==> src/rtl/rnc_pkg.sv <==
// Shared types and constants for the rule net coalition value block.
// No dependencies.
package rnc_pkg;

    localparam int unsigned MASK_W    = 32;
    localparam int unsigned INDEX_W   = 6;
    localparam int unsigned WEIGHT_W  = 32;
    localparam int unsigned SUM_W     = 40;
    localparam int unsigned COUNT_W   = 7;
    localparam int unsigned IN_DATA_W = 136;
    localparam int unsigned OUT_DATA_W = 48;

    localparam logic signed [SUM_W-1:0] SUM_MAX = {1'b0, {(SUM_W-1){1'b1}}};
    localparam logic signed [SUM_W-1:0] SUM_MIN = {1'b1, {(SUM_W-1){1'b0}}};
    localparam logic [COUNT_W-1:0] COUNT_MAX = {COUNT_W{1'b1}};

    typedef enum logic {
        REQ_WRITE = 1'b0,
        REQ_EVAL  = 1'b1
    } req_type_t;

    // partial result handed from cell to cell
    typedef struct packed {
        logic                    valid;
        logic signed [SUM_W-1:0] sum;
        logic [COUNT_W-1:0]      count;
    } token_t;

    // rule write broadcast to every cell
    typedef struct packed {
        logic                       en;
        logic [INDEX_W-1:0]         index;
        logic [MASK_W-1:0]          required;
        logic [MASK_W-1:0]          forbidden;
        logic signed [WEIGHT_W-1:0] weight;
    } rule_wr_t;

endpackage

==> src/rtl/rnc_cell.sv <==
// One cell of the rule chain: stores one rule and adds its weight to the
// passing token when the rule matches the coalition. Uses rnc_pkg.
module rnc_cell #(
    parameter int CELL_INDEX = 0,
    parameter int AGENT_BITS = 32
) (
    input  logic                  clk,
    input  logic                  rst_n,
    input  logic                  advance,
    input  logic [6:0]            rules_in_use,
    input  logic [AGENT_BITS-1:0] coalition,
    input  rnc_pkg::rule_wr_t     wr,
    input  rnc_pkg::token_t       tok_in,
    output rnc_pkg::token_t       tok_out
);

    logic [AGENT_BITS-1:0]                required_reg;
    logic [AGENT_BITS-1:0]                forbidden_reg;
    logic signed [rnc_pkg::WEIGHT_W-1:0]  weight_reg;
    logic                                 valid_reg;
    logic signed [rnc_pkg::SUM_W-1:0]     sum_reg;
    logic [rnc_pkg::COUNT_W-1:0]          count_reg;

    logic                                 wr_hit;
    logic                                 in_use;
    logic                                 match;
    logic signed [rnc_pkg::SUM_W:0]       sum_wide;
    logic signed [rnc_pkg::SUM_W-1:0]     sum_next;
    logic [rnc_pkg::COUNT_W-1:0]          count_next;

    assign wr_hit = wr.en && ({26'd0, wr.index} == 32'(CELL_INDEX));
    assign in_use = {25'd0, rules_in_use} > 32'(CELL_INDEX);
    assign match  = in_use
                    && ((required_reg & ~coalition) == '0)
                    && ((forbidden_reg & coalition) == '0);

    always_comb
    begin
        sum_wide = {tok_in.sum[rnc_pkg::SUM_W-1], tok_in.sum}
                   + {{(rnc_pkg::SUM_W + 1 - rnc_pkg::WEIGHT_W){weight_reg[rnc_pkg::WEIGHT_W-1]}},
                      weight_reg};
        sum_next   = tok_in.sum;
        count_next = tok_in.count;
        if (match)
        begin
            if (sum_wide[rnc_pkg::SUM_W] != sum_wide[rnc_pkg::SUM_W-1])
                sum_next = sum_wide[rnc_pkg::SUM_W] ? rnc_pkg::SUM_MIN : rnc_pkg::SUM_MAX;
            else
                sum_next = sum_wide[rnc_pkg::SUM_W-1:0];
            if (tok_in.count != rnc_pkg::COUNT_MAX)
                count_next = tok_in.count + 7'd1;
        end
    end

    always_ff @(posedge clk)
    begin
        if (wr_hit)
        begin
            required_reg  <= wr.required[AGENT_BITS-1:0];
            forbidden_reg <= wr.forbidden[AGENT_BITS-1:0];
            weight_reg    <= wr.weight;
        end
    end

    always_ff @(posedge clk or negedge rst_n)
    begin
        if (!rst_n)
            valid_reg <= 1'b0;
        else if (advance)
            valid_reg <= tok_in.valid;
    end

    always_ff @(posedge clk)
    begin
        if (advance)
        begin
            sum_reg   <= sum_next;
            count_reg <= count_next;
        end
    end

    assign tok_out = '{valid: valid_reg, sum: sum_reg, count: count_reg};

endmodule

==> config.mk <==
export PLATFORM = sky130hd
export DESIGN_NAME = rnc_cell
export DESIGN_NICKNAME = d
export VERILOG_FILES = /design/src/rtl/rnc_pkg.sv /design/src/rtl/rnc_cell.sv
export SDC_FILE = /design/constraint.sdc
export NUM_CORES = 1
export LEC_CHECK = 0
export ABC_CLOCK_PERIOD_IN_PS = 5540
export CORE_ASPECT_RATIO = 1.2
export CORE_MARGIN = 3
export CORE_UTILIZATION = 45
export CTS_CLUSTER_SIZE = 30
export DETAILED_ROUTE_END_ITERATION = 12
export DONT_BUFFER_PORTS = 1
export GPL_ROUTABILITY_DRIVEN = 0
export GPL_TIMING_DRIVEN = 1
export PLACE_DENSITY = 0.7
export SETUP_SLACK_MARGIN = 0.3
export SLEW_MARGIN = 20
export SYNTH_ARGS = -nofsm -noshare
export SYNTH_HDL_FRONTEND = slang
export SYNTH_SLANG_ARGS = --single-unit
export TNS_END_PERCENT = 1
==> constraint.sdc <==
create_clock -name clk -period 5.54 [get_ports clk]
set_input_delay 1.108 -clock clk [delete_from_list [all_inputs] [get_ports clk]]
set_output_delay 1.108 -clock clk [all_outputs]
set_load 0.05 [all_outputs]
== Word level (Yosys, flattened, before mapping) ==
Cells that the tools add are included.
Storage, ports and cells
  register bits: 144
  bits of input ports: 193
  output and inout bits: 48
Cells by class
  $add $sub $neg: 2
  order comparisons: 1
  equal/unequal tests: 2
  multiplexer cells: 5
  bitwise operators: 3
  reductions and logical operators: 6
Operator list (number)
  $mux W40: 3
  $and A32 B32 Y32: 2
  $logic_not A32 Y1: 2
  $add A40 B32 Y41: 1
  $not A32 Y32: 1
  $mux W7: 2
  $add A7 B1 Y7 const B: 1
  $gt A7 B1 Y1 const B: 1
  $ne A7 B7 Y1 const B: 1
  $logic_not A6 Y1: 1
  $logic_and A1 B1 Y1: 3
  $ne A1 B1 Y1: 1

== Longest topological paths before layout ==
Gate-level depths: netlist of the first run.
  depth in word-level cells: 6
  gate-level depth with buffers: 15
  depth with buffers taken out: 13

== Worst setup path after synthesis of the first run ==
OpenSTA, ideal clock, no wires.
  path kind: input port to flip-flop
  start: input wr[98] (netlist bit)
  end: register forbidden_reg[0], enable pin
  data arrival time: 10.834 ns
  setup slack: -6.092 ns
  cell stages on the path: 2
  path through: or4b_2 > nor4_1
Between the ends
  longest elaborated chain between the ends: 2
RTL lines
  start: declaration: RTL line rnc_cell.sv:12  | input rnc_pkg::rule_wr_t wr,
  $logic_not A6 Y1: RTL line rnc_cell.sv:31  | assign wr_hit = wr.en && ({26'd0, wr.index} == 32'(CELL_INDEX));
  $logic_and A1 B1 Y1: RTL line rnc_cell.sv:31
  net wr_hit: RTL line rnc_cell.sv:24  | logic wr_hit;
  end signal: assignment: RTL line rnc_cell.sv:60  | forbidden_reg <= wr.forbidden[AGENT_BITS-1:0];
  end: declaration: RTL line rnc_cell.sv:18  | logic [AGENT_BITS-1:0] forbidden_reg;
The timed path passes the listed nets, and every way through them passes these cells.
A chain may end at the register's enable or synchronous reset.

== Worst setup path after layout of the first run ==
  start: input tok_in[7] (netlist bit)
  end: register sum_reg[16] (netlist bit) (data pin)
Between the ends
  longest elaborated chain between the ends: 4
RTL lines
  start: declaration: RTL line rnc_cell.sv:13  | input rnc_pkg::token_t tok_in,
  $add A40 B32 Y41 *: RTL line rnc_cell.sv:40  | + {{(rnc_pkg::SUM_W + 1 - rnc_pkg::WEIGHT_W){weight_reg[rnc_pkg::WEIGHT_W-1]}},
  $mux W40 or $ne A1 B1 Y1 (tied branches): RTL line rnc_cell.sv:47, rnc_cell.sv:46
  $mux W40 *: RTL line rnc_cell.sv:46  | if (sum_wide[rnc_pkg::SUM_W] != sum_wide[rnc_pkg::SUM_W-1])
  $mux W40 *: RTL line rnc_cell.sv:44  | if (match)
  net sum_next, one bit: RTL line rnc_cell.sv:28  | logic signed [rnc_pkg::SUM_W-1:0] sum_next;
  end signal: assignment: RTL line rnc_cell.sv:77  | sum_reg <= sum_next;
  end: declaration: RTL line rnc_cell.sv:21  | logic signed [rnc_pkg::SUM_W-1:0] sum_reg;
Mark *: on every way through the listed nets, which the timed path passes. The rest lies on a longest branch.

==> results of run 1 <==
==> per-stage QoR <==
step | cell area [um^2] | hold WS [ns] | worst slack [ns] | util (%) | power (W)
3_5_place_dp | 8523 | 0.7074 | 0.9203 | 47.78 | 0.001594
3_3_place_gp | 8512 | 0.7111 | 1.079 | 47.72 | 0.001592
4_1_cts | 9130 | 0.3661 | 1.334 | 51.18 | 0.002775
5_1_grt | 9130 | 0.3595 | 1.079 | 51.18 | 0.002849
6_report | 9130 | 0.3794 | 1.311 | 51.18 | 0.002760
2_1_floorplan | 8333 | 0.4819 | 0.3423 | - | 0.001544
==> metal layers <==
layer	wire, um	global-route usage, %	part of all wire [%]
met4	852	8.812	4.0
met5	75	0	0.35
met1	7511	21.68	35
met3	2247	9.066	10
met2	10870	37.33	50
==> cell usage in the layout, fill, tap and decap left out, types with 6 or more instances in the layout <==
master       n
a21o_1      24
a21oi_1     53
buf_4        7
clkbuf_16   17
edfxtp_1   143
ha_1        41
inv_1       19
maj3_2      10
mux2i_1      6
nand2_1     93
nand2b_1    29
nand3_1     17
nand4_1     29
nor2_1      49
nor2b_1      8
nor3_1      11
nor4_1       7
o21a_1       9
o21ai_0     50
o21ai_1     14
xnor2_1     24
xor2_1      16
==> kinds of logic after synthesis <==
| family | after synthesis | share of synthesized area, % |
|---|---|---|
| AOI/OAI and AO/OA | 198 | 15.52 |
| DFF | 144 | 51.95 |
| xor gates and xnor gates | 40 | 4.214 |
| buffers and inverters | 49 | 3.070 |
| muxes | 10 | 1.264 |
| and+or+nand+nor | 268 | 15.98 |
| adders and majority gates | 54 | 8.006 |
==> worst min path at each step <==
stage,startpoint,end,slack [ns]
finish,rst_n,valid_reg,0.38
global placement,weight_reg[0],sum_reg[0],0.71
global route,rst_n,valid_reg,0.36
detailed placement,weight_reg[0],sum_reg[0],0.71
floorplan,valid_reg,valid_reg,0.48
CTS,rst_n,valid_reg,0.37
==> power by group through the flow <==
stage	registers [W]	logic [W]	clock network, W
after floorplan	0.00132	0.000222	0
after global placement	0.00133	0.000262	0
after detailed placement	0.00133	0.000265	0
after CTS	0.00131	0.000267	0.00120
after global routing	0.00131	0.000298	0.00124
final	0.00131	0.000270	0.00118
==> critical path: cells and delay by family <==
kind	cells	cell delay, ns
buffers and inverters	3	0.61
and+or+nand+nor	4	1.17
AOI/OAI and AO/OA	6	1.01
adders and majority gates	2	0.57
==> final cells by class <==
type                    count  area, um^2
clock buffers              17       425.4
clock inverters            14       181.4
fillers                  1538        8708
inverters                  21       86.33
multi-input cells         570        3759
flip-flops and latches    144        4319
well taps                 220       275.3
repair buffers              9       83.83
==> flow_metrics.env, run 1 <==
export IMPL_status="finished clean"
export IMPL_synth_seq_cells=144
export IMPL_synth_common_cells="edfxtp_1 (143), nand2_1 (93), a21oi_1 (53), o21ai_0 (50), nor2_1 (49)"
export IMPL_portBuffers=0
export IMPL_hold_path_class="primary input to async pin"
export IMPL_cp_required_ns=5.79
export IMPL_totalWireLength_mm=21.55
export IMPL_endpoint="sum_reg[16]"
export IMPL_cts_htree_levels=4
export IMPL_dpl_hpwl_mm=16.82
export IMPL_clockPowerShare_pct=42.9
export IMPL_yosys_cell_types_count=76
export IMPL_fin_nets=998
export IMPL_cts_sinks=144
export IMPL_track_usage_pct=21.16
export IMPL_synth_ff_type="edfxtp_1"
export IMPL_grt_overflow=0
export IMPL_rsz0062_at_grt="false"
export IMPL_reg2reg_depth=15
export IMPL_largest_reg_flops=40
export IMPL_die_x_um=130.1
export IMPL_cp_startpoint="tok_in[7]"
export IMPL_min_period_over_period_pct=76.34
export IMPL_seq_power_share_pct=47.3
export IMPL_syn_area_mm2=0.008314
export IMPL_core_area_mm2=0.01784
export IMPL_antenna_found_initial=6
export IMPL_io_pins=241
export IMPL_p_leak_nw=3.346
export IMPL_fin_crit_ns=4.229
export IMPL_slew_viol_final=0
export IMPL_cp_end_kind="register"
export IMPL_grt_pass1_vias=6063
export IMPL_comb_power_share_pct=9.8
export IMPL_via_per_inst=5.995
export IMPL_yosysMostFrequentCell="edfxtp_1"
export IMPL_avgSynthCellArea_um2=10.90
export IMPL_drive_gt1_share_pct=10.71
export IMPL_grt_max_degree=65
export IMPL_critPathKind="primary input to register"
export IMPL_synthesis_instances=763
export IMPL_start_kind="primary input"
export IMPL_first_iter_violations=439
export IMPL_crit_path_top_delay_cell="and2_1"
export IMPL_synthTopCellsByArea="edfxtp_1 (52%), ha_1 (6.2%), nand2_1 (4.2%), a21oi_1 (3.2%), o21ai_0 (3.0%)"
export IMPL_fmax_mhz=236.5
export IMPL_finClkSkew_ns=0.01468
export IMPL_row_count=53
export IMPL_setup_viol=0
export IMPL_root_buffer="clkbuf_16"
export IMPL_setup_tns_ns=0
export IMPL_postCtsResizedCells=0
export IMPL_post_drt_wl_per_cell_um=21.66
export IMPL_drtPass1Iterations=7
export IMPL_netSwitchingPower_w=0.0007061
export IMPL_synth_top_cell_area_share_pct=51.65
export IMPL_drc=0
export IMPL_die_area_mm2=0.02015
export IMPL_placed_cells=964
export IMPL_die_h_um=154.9
export IMPL_cts_hold_buf=0
export IMPL_power_density_mw_per_mm2=302.3
export IMPL_grt_pass1_wl_mm=32.19
export IMPL_cts_tree="done"
export IMPL_crit_chain="ha_1 > inv_1 > fa_1 > nand2b_1 > a21oi_1 > nor3b_1 > or3_4 > a31oi_4 > o31ai_4 > a21oi_2 > buf_4 > and2_1 > buf_4 > o21ai_0 > o21ai_0"
export IMPL_rrSetupSlack_ns=1.66
export IMPL_vias=5965
export IMPL_r2r_end="sum_reg[16]"
export IMPL_max_slew_margin_pct=27.44
export IMPL_ctsLongestPathBuffers=2
export IMPL_synth_nets=998
export IMPL_antenna_left=0
export IMPL_initial_utilization_pct=46.61
export IMPL_numCtsBuffers=17
export IMPL_synth_edf_count=143
export IMPL_clk_pin_slew_ns=0.06
export IMPL_peakVddDrop_mv=0.1989
export IMPL_crit_fanout=21
export IMPL_num_antenna_cells=0
export IMPL_worst_slew_pin_slew_ns=1.079
export IMPL_cts_setup_buffers=0
export IMPL_clk_latency_ns=0.42
export IMPL_area_growth_pct=9.812
export IMPL_crit_path_max_incr_delay_ns=0.46
export IMPL_power_internal_w=0.002054
export IMPL_hold_violations=0
export IMPL_r2r_start="weight_reg[0]"
export IMPL_seq_area_frac_synth_pct=51.95
export IMPL_swShare_pct=25.58
export IMPL_yosysWarningCount=0
export IMPL_fin_cells=995
export IMPL_synth_area_leader_cell="edfxtp_1"
export IMPL_synthArstFlopShare_pct=0.6944
export IMPL_crit_arrival_ns=4.47
export IMPL_maxCapViolCount=0
No activity file was read; power rests on OpenSTA's default activity.
==> run 2, diff against run 1 <==
--- a/config.mk
+++ b/config.mk
@@ -5,7 +5,7 @@
 export SDC_FILE = /design/constraint.sdc
 export NUM_CORES = 1
 export LEC_CHECK = 0
-export ABC_CLOCK_PERIOD_IN_PS = 5540
+export ABC_CLOCK_PERIOD_IN_PS = 3600
 export CORE_ASPECT_RATIO = 1.2
 export CORE_MARGIN = 3
 export CORE_UTILIZATION = 45
@@ -14,7 +14,7 @@
 export DONT_BUFFER_PORTS = 1
 export GPL_ROUTABILITY_DRIVEN = 0
 export GPL_TIMING_DRIVEN = 1
-export PLACE_DENSITY = 0.7
+export PLACE_DENSITY = 0.72
 export SETUP_SLACK_MARGIN = 0.3
 export SLEW_MARGIN = 20
 export SYNTH_ARGS = -nofsm -noshare
==> constraint.sdc (replaced) <==
create_clock -name clk -period 3.6 [get_ports clk]
set_input_delay 0.72 -clock clk [delete_from_list [all_inputs] [get_ports clk]]
set_output_delay 0.72 -clock clk [all_outputs]
set_load 0.05 [all_outputs]
==> flow_metrics.env, run 2 (synthesis results as in run 1) <==
export IMPL_n_fill_cell=1521
export IMPL_hold_ws_ns=0.3748
export IMPL_cts_sinks=144
export IMPL_antenna_found_initial=6
export IMPL_peakVddDrop_mv=0.3309
export IMPL_area_growth_pct=13.00
export IMPL_finClkSkew_ns=0.01196
export IMPL_cp_end_kind="register"
export IMPL_post_drt_wl_per_cell_um=21.95
export IMPL_crit_fanout=3
export IMPL_numCtsBuffers=17
export IMPL_root_buffer="clkbuf_16"
export IMPL_ctsLongestPathBuffers=2
export IMPL_drtPass1Iterations=6
export IMPL_setup_tns_ns=0
export IMPL_totalWireLength_mm=22.41
export IMPL_row_count=53
export IMPL_power_density_mw_per_mm2=457.3
export IMPL_antenna_left=0
export IMPL_hold_violations=0
export IMPL_grt_max_degree=49
export IMPL_crit_arrival_ns=3.38
export IMPL_critPathKind="register to register"
export IMPL_status="finished clean"
export IMPL_min_period_over_period_pct=89.17
export IMPL_io_pins=241
export IMPL_vias=6173
export IMPL_die_area_mm2=0.02015
export IMPL_dpl_hpwl_mm=17.23
export IMPL_p_leak_nw=3.494
export IMPL_setup_viol=0
export IMPL_die_h_um=154.9
export IMPL_cp_required_ns=3.77
export IMPL_mostFrequentLayoutCell="edfxtp_1"
export IMPL_grt_pass1_vias=6209
export IMPL_hold_depth=0
export IMPL_die_x_um=130.1
export IMPL_maxCapViolCount=0
export IMPL_track_usage_pct=21.82
export IMPL_drive_gt1_share_pct=14.00
export IMPL_portBuffers=0
export IMPL_clk_latency_ns=0.43
export IMPL_cts_tree="done"
export IMPL_largest_reg_flops=40
export IMPL_fin_crit_ns=3.210
export IMPL_first_iter_violations=469
export IMPL_worst_slew_pin_slew_ns=0.8979
export IMPL_core_area_mm2=0.01784
export IMPL_initial_utilization_pct=46.61
export IMPL_hold_path_class="primary input to register"
export IMPL_fin_nets=1022
export IMPL_slew_viol_final=0
export IMPL_fmax_mhz=311.5
export IMPL_max_slew_margin_pct=39.69
export IMPL_rsz0062_at_grt="true"
export IMPL_cts_htree_levels=4
export IMPL_final_cell_mix="edfxtp_1 (143), nand2_1 (93), a21oi_1 (52), nor2_1 (49), o21ai_0 (44)"
export IMPL_clk_pin_slew_ns=0.08
export IMPL_grt_overflow=0
export IMPL_grt_pass1_wl_mm=33.22
export IMPL_start_kind="register"
export IMPL_reg2reg_depth=13
export IMPL_via_per_inst=6.046
export IMPL_drc=0
run 2: changes by cell type in the layout (fill, tap and decap cells not counted), sizes merged:
cell / change
diode: +1
buf: +23
clkinvlp: -2
dlygate4sd3: +1
inv: +6
clkinv: -1
bufinv: -2
run 2: through the flow:
step           power (W)  utilization (%)  setup WS, ns  cells  area [um^2]
2_1_floorplan   0.002376                -        -1.210    763         8333
3_3_place_gp    0.002472            48.90       0.04887    986         8722
3_5_place_dp    0.002478            48.90      -0.01809    986         8722
4_1_cts         0.004306            52.38        0.3153   1019         9344
5_1_grt         0.004421            52.67        0.2691   1021         9395
6_report        0.004297            52.67        0.3897   1021         9395
run 2: repair_timing:
action / in CTS / in global routing
setup endpoints to repair: 0 / 32
hold endpoints to repair: 1 / 0
gates resized for setup: 0 / 15
hold buffers: 1 / 0
setup buffers: 0 / 1
run 2: worst paths after layout:
path                                      to          start  slack, ns
setup / recovery                 sum_reg[36]  weight_reg[0]       0.39
hold / removal             forbidden_reg[28]         wr[60]       0.37
setup reg to reg                 sum_reg[36]  weight_reg[0]       0.39
hold reg to reg                   sum_reg[0]  weight_reg[0]       0.73
max in group asynchronous          valid_reg          rst_n       3.01
min in group asynchronous          valid_reg          rst_n       0.49
run 2: power breakdown:
part           internal [W]  total [W]  switching [W]
Combinational      0.000197   0.000449       0.000252
Clock               0.00100    0.00184       0.000836
Sequential          0.00189    0.00201       0.000121
Total               0.00309    0.00430        0.00121
run 2: final cells by class:
cell class	instances	area (um^2)	area share (%)
Timing Repair Buffer	33	300.3	3.196
Tap cell	220	275.3	2.930
Multi-Input combinational cell	570	3800	40.44
Clock inverter	15	186.4	1.984
Inverter	21	86.33	0.9189
Antenna cell	1	2.502	0.02663
Clock buffer	17	425.4	4.528
Sequential cell	144	4319	45.97
run 2: critical path: stages (launching register included):
cell and delay (ns):
edfxtp_1 0.33, ha_1 0.20, inv_1 0.07, fa_1 0.37, nand2b_1 0.22, a21oi_2 0.18
nor3b_2 0.08, or3_4 0.38, a31oi_4 0.20, o31ai_4 0.11, buf_4 0.15, a311oi_1 0.33
maj3_2 0.27, o21ai_1 0.05
run 2: per-layer routing:
| layer | share of wire (%) | vias up | routed length, um | track usage [%] |
|---|---|---|---|---|
| li1 | - | 2910 | - | - |
| met2 | 51 | 313 | 11490 | 38.56 |
| met3 | 10 | 57 | 2247 | 8.688 |
| met4 | 3.5 | 10 | 787 | 9.208 |
| met5 | 0.24 | - | 53 | 0 |
| met1 | 35 | 2883 | 7835 | 22.68 |
==> run 3, diff against run 2 <==
--- a/config.mk
+++ b/config.mk
@@ -5,16 +5,19 @@
 export SDC_FILE = /design/constraint.sdc
 export NUM_CORES = 1
 export LEC_CHECK = 0
+export ABC_AREA = 1
 export ABC_CLOCK_PERIOD_IN_PS = 3600
+export CELL_PAD_IN_SITES_DETAIL_PLACEMENT = 1
+export CELL_PAD_IN_SITES_GLOBAL_PLACEMENT = 1
 export CORE_ASPECT_RATIO = 1.2
 export CORE_MARGIN = 3
-export CORE_UTILIZATION = 45
+export CORE_UTILIZATION = 43
 export CTS_CLUSTER_SIZE = 30
 export DETAILED_ROUTE_END_ITERATION = 12
 export DONT_BUFFER_PORTS = 1
 export GPL_ROUTABILITY_DRIVEN = 0
 export GPL_TIMING_DRIVEN = 1
-export PLACE_DENSITY = 0.72
+export PLACE_DENSITY = 0.87
 export SETUP_SLACK_MARGIN = 0.3
 export SLEW_MARGIN = 20
 export SYNTH_ARGS = -nofsm -noshare
==> flow_metrics.env, run 3 <==
export IMPL_status="finished clean"
export IMPL_hp_start="wr[69]"
export IMPL_setup_tns_ns=0
export IMPL_antenna_found_initial=2
export IMPL_mostFrequentLayoutCell="nand2_1"
export IMPL_final_cell_mix="nand2_1 (298), edfxtp_1 (143), inv_1 (128), nor2_1 (127), a21oi_1 (87)"
export IMPL_avgSynthCellArea_um2=8.389
export IMPL_fmax_mhz=334.6
export IMPL_totalWireLength_mm=28.68
export IMPL_power_internal_w=0.003029
export IMPL_yosysMostFrequentCell="nand2_1"
export IMPL_track_usage_pct=25.31
export IMPL_synthArstFlopShare_pct=0.6944
export IMPL_ctsLongestPathBuffers=2
export IMPL_synth_nets=1289
export IMPL_wl_met2_mm=15.13
export IMPL_area_growth_pct=10.51
export IMPL_antenna_left=0
export IMPL_cts_htree_levels=4
export IMPL_fin_nets=1305
export IMPL_core_area_mm2=0.01990
export IMPL_synth_seq_cells=144
export IMPL_die_h_um=163.1
export IMPL_fin_cells=1347
export IMPL_synth_edf_count=143
export IMPL_rsz0062_at_grt="false"
export IMPL_grt_pass1_wl_mm=42.79
export IMPL_die_area_mm2=0.02233
export IMPL_dpl_hpwl_mm=22.80
export IMPL_syn_area_mm2=0.008842
export IMPL_comb_power_share_pct=10.2
export IMPL_min_period_over_period_pct=83.01
export IMPL_crit_path_max_incr_delay_ns=0.41
export IMPL_finClkSkew_ns=0.01210
export IMPL_cp_startpoint="weight_reg[0]"
export IMPL_seq_power_share_pct=48.8
export IMPL_rrSetupSlack_ns=0.61
export IMPL_crit_chain="ha_1 > inv_1 > fa_1 > inv_1 > nand3_1 > nand2_1 > nand2_1 > nand2_1 > nand2_1 > nand3_2 > nand2_2 > nand2_1 > nand2_1 > nand2_1 > nand2_2 > buf_12 > nand3_1 > o211ai_1"
export IMPL_worst_slew_pin_slew_ns=0.6165
export IMPL_crit_fanout=30
export IMPL_drc=0
export IMPL_grt_overflow=0
export IMPL_synthesis_instances=1054
export IMPL_largest_reg_flops=40
export IMPL_worstHoldEndpoint="required_reg[5]"
export IMPL_crit_arrival_ns=3.14
export IMPL_drtPass1Iterations=4
export IMPL_cpMostUsedCell="nand2_1"
export IMPL_cp_required_ns=3.76
export IMPL_p_leak_nw=4.171
export IMPL_maxCapViolCount=0
export IMPL_reg2reg_depth=18
export IMPL_r2r_end="sum_reg[0]"
export IMPL_initial_utilization_pct=44.44
export IMPL_hold_ws_ns=0.3772
export IMPL_post_drt_wl_per_cell_um=21.29
export IMPL_portBuffers=0
export IMPL_io_pins=241
export IMPL_top_layer="met5"
export IMPL_hold_violations=0
export IMPL_cts_setup_buffers=0
export IMPL_max_slew_margin_pct=58.47
export IMPL_fin_area_mm2=0.009772
export IMPL_yosysWarningCount=0
export IMPL_clk_pin_slew_ns=0.07
export IMPL_start_kind="register"
export IMPL_clockPowerShare_pct=41.0
export IMPL_first_iter_violations=343
export IMPL_met3_length_mm=2.371
export IMPL_clk_latency_ns=0.43
export IMPL_synth_common_cells="nand2_1 (298), edfxtp_1 (143), inv_1 (128), nor2_1 (127), a21oi_1 (87)"
export IMPL_vias=7511
export IMPL_placed_cells=1311
export IMPL_crit_path_top_delay_cell="fa_1"
export IMPL_swShare_pct=29.03
export IMPL_cp_end_kind="register"
export IMPL_cts_sinks=144
export IMPL_placed_cell_area_mm2=0.009178
export IMPL_slew_viol_final=0
export IMPL_critPathKind="register to register"
export IMPL_row_count=56
export IMPL_synth_area_leader_cell="edfxtp_1"
export IMPL_hold_path_class="primary input to register"
export IMPL_peakVddDrop_mv=0.3444
export IMPL_dp_slack_ns=0.3129
export IMPL_worst_slack_ns=0.6117
export IMPL_via_per_inst=5.576
export IMPL_seq_area_frac_synth_pct=48.85
export IMPL_power_density_mw_per_mm2=436.7
export IMPL_netSwitchingPower_w=0.001239
export IMPL_drive_gt1_share_pct=5.263
export IMPL_wl_met1_mm=10.27
export IMPL_n_fill_cell=2407
export IMPL_root_buffer="clkbuf_16"
export IMPL_synthTopCellsByArea="edfxtp_1 (49%), nand2_1 (13%), ha_1 (5.8%), inv_1 (5.4%), nor2_1 (5.4%)"
export IMPL_die_x_um=136.9
export IMPL_hold_depth=0
export IMPL_grt_max_degree=49
export IMPL_cts_tree="done"
export IMPL_setup_viol=0
export IMPL_yosys_cell_types_count=40
export IMPL_r2r_start="weight_reg[0]"
export IMPL_postCtsResizedCells=0
export IMPL_synth_ff_type="edfxtp_1"
export IMPL_numCtsBuffers=17
export IMPL_grt_pass1_vias=8028
export IMPL_fin_crit_ns=2.988
export IMPL_synth_top_cell_area_share_pct=48.56
## run 3: stage by stage
step	total power, W	utilization (%)
2_1_floorplan	0.002426	-
3_3_place_gp	0.002534	46.12
3_5_place_dp	0.002548	46.12
4_1_cts	0.004310	49.07
5_1_grt	0.004423	49.08
6_report	0.004268	49.11
## run 3: power by group through the flow
stage | Combinational, W | Sequential [W] | Clock, W
floorplan | 0.000325 | 0.00210 | 0
global placement | 0.000412 | 0.00212 | 0
detailed placement | 0.000428 | 0.00212 | 0
CTS | 0.000435 | 0.00209 | 0.00179
global route | 0.000488 | 0.00209 | 0.00185
finish | 0.000436 | 0.00208 | 0.00175
## run 3: timing repair
action                                  CTS  global route
hold buffers                              1             0
endpoints found under the setup margin    0             0
hold endpoints to repair                  1             0
## run 3: worst max path at each step
stage,endpoint,slack (ns),cells past startpoint
CTS,sum_reg[0],0.62,18
global route,sum_reg[0],0.34,18
detailed placement,sum_reg[1],0.31,18
global placement,sum_reg[1],0.49,18
floorplan,sum_reg[37],0.73,16
finish,sum_reg[0],0.61,18
## run 3: kinds of logic after synthesis
family                   synth area share (%)
flip-flops                              48.85
XOR/XNOR                                3.071
adder cells (fa/ha/maj)                 6.028
AO/OA/AOI/OAI                           10.58
multiplexers                           0.1273
buffers and inverters                   6.495
AND/OR/NAND/NOR                         24.85
## run 3: area by class of cell
cell class | count | area (um^2) | share of cell area, %
multi-input cells | 770 | 3954 | 40.46
inverters | 128 | 480.5 | 4.917
flip-flops and latches | 144 | 4319 | 44.20
diodes | 3 | 7.507 | 0.07682
clock buffers | 18 | 429.2 | 4.392
well taps | 261 | 326.6 | 3.342
clock inverters | 14 | 147.6 | 1.511
repair buffers | 9 | 107.6 | 1.101
## run 3: critical path: cells and delay by family, from the launching register on
kind / cells / cell delay (ns)
buffers and inverters: 3 / 0.42
and+or+nand+nor: 12 / 1.22
AOI/OAI and AO/OA: 1 / 0.10
adders and majority gates: 2 / 0.63
DFF: 1 / 0.35
## run 3: routing by layer
metal / vias to the layer above / global-route usage, %
li1: 3593 / -
met1: 3574 / 25.77
met2: 279 / 47.87
met3: 63 / 7.671
met4: 2 / 9.528
met5: - / 0
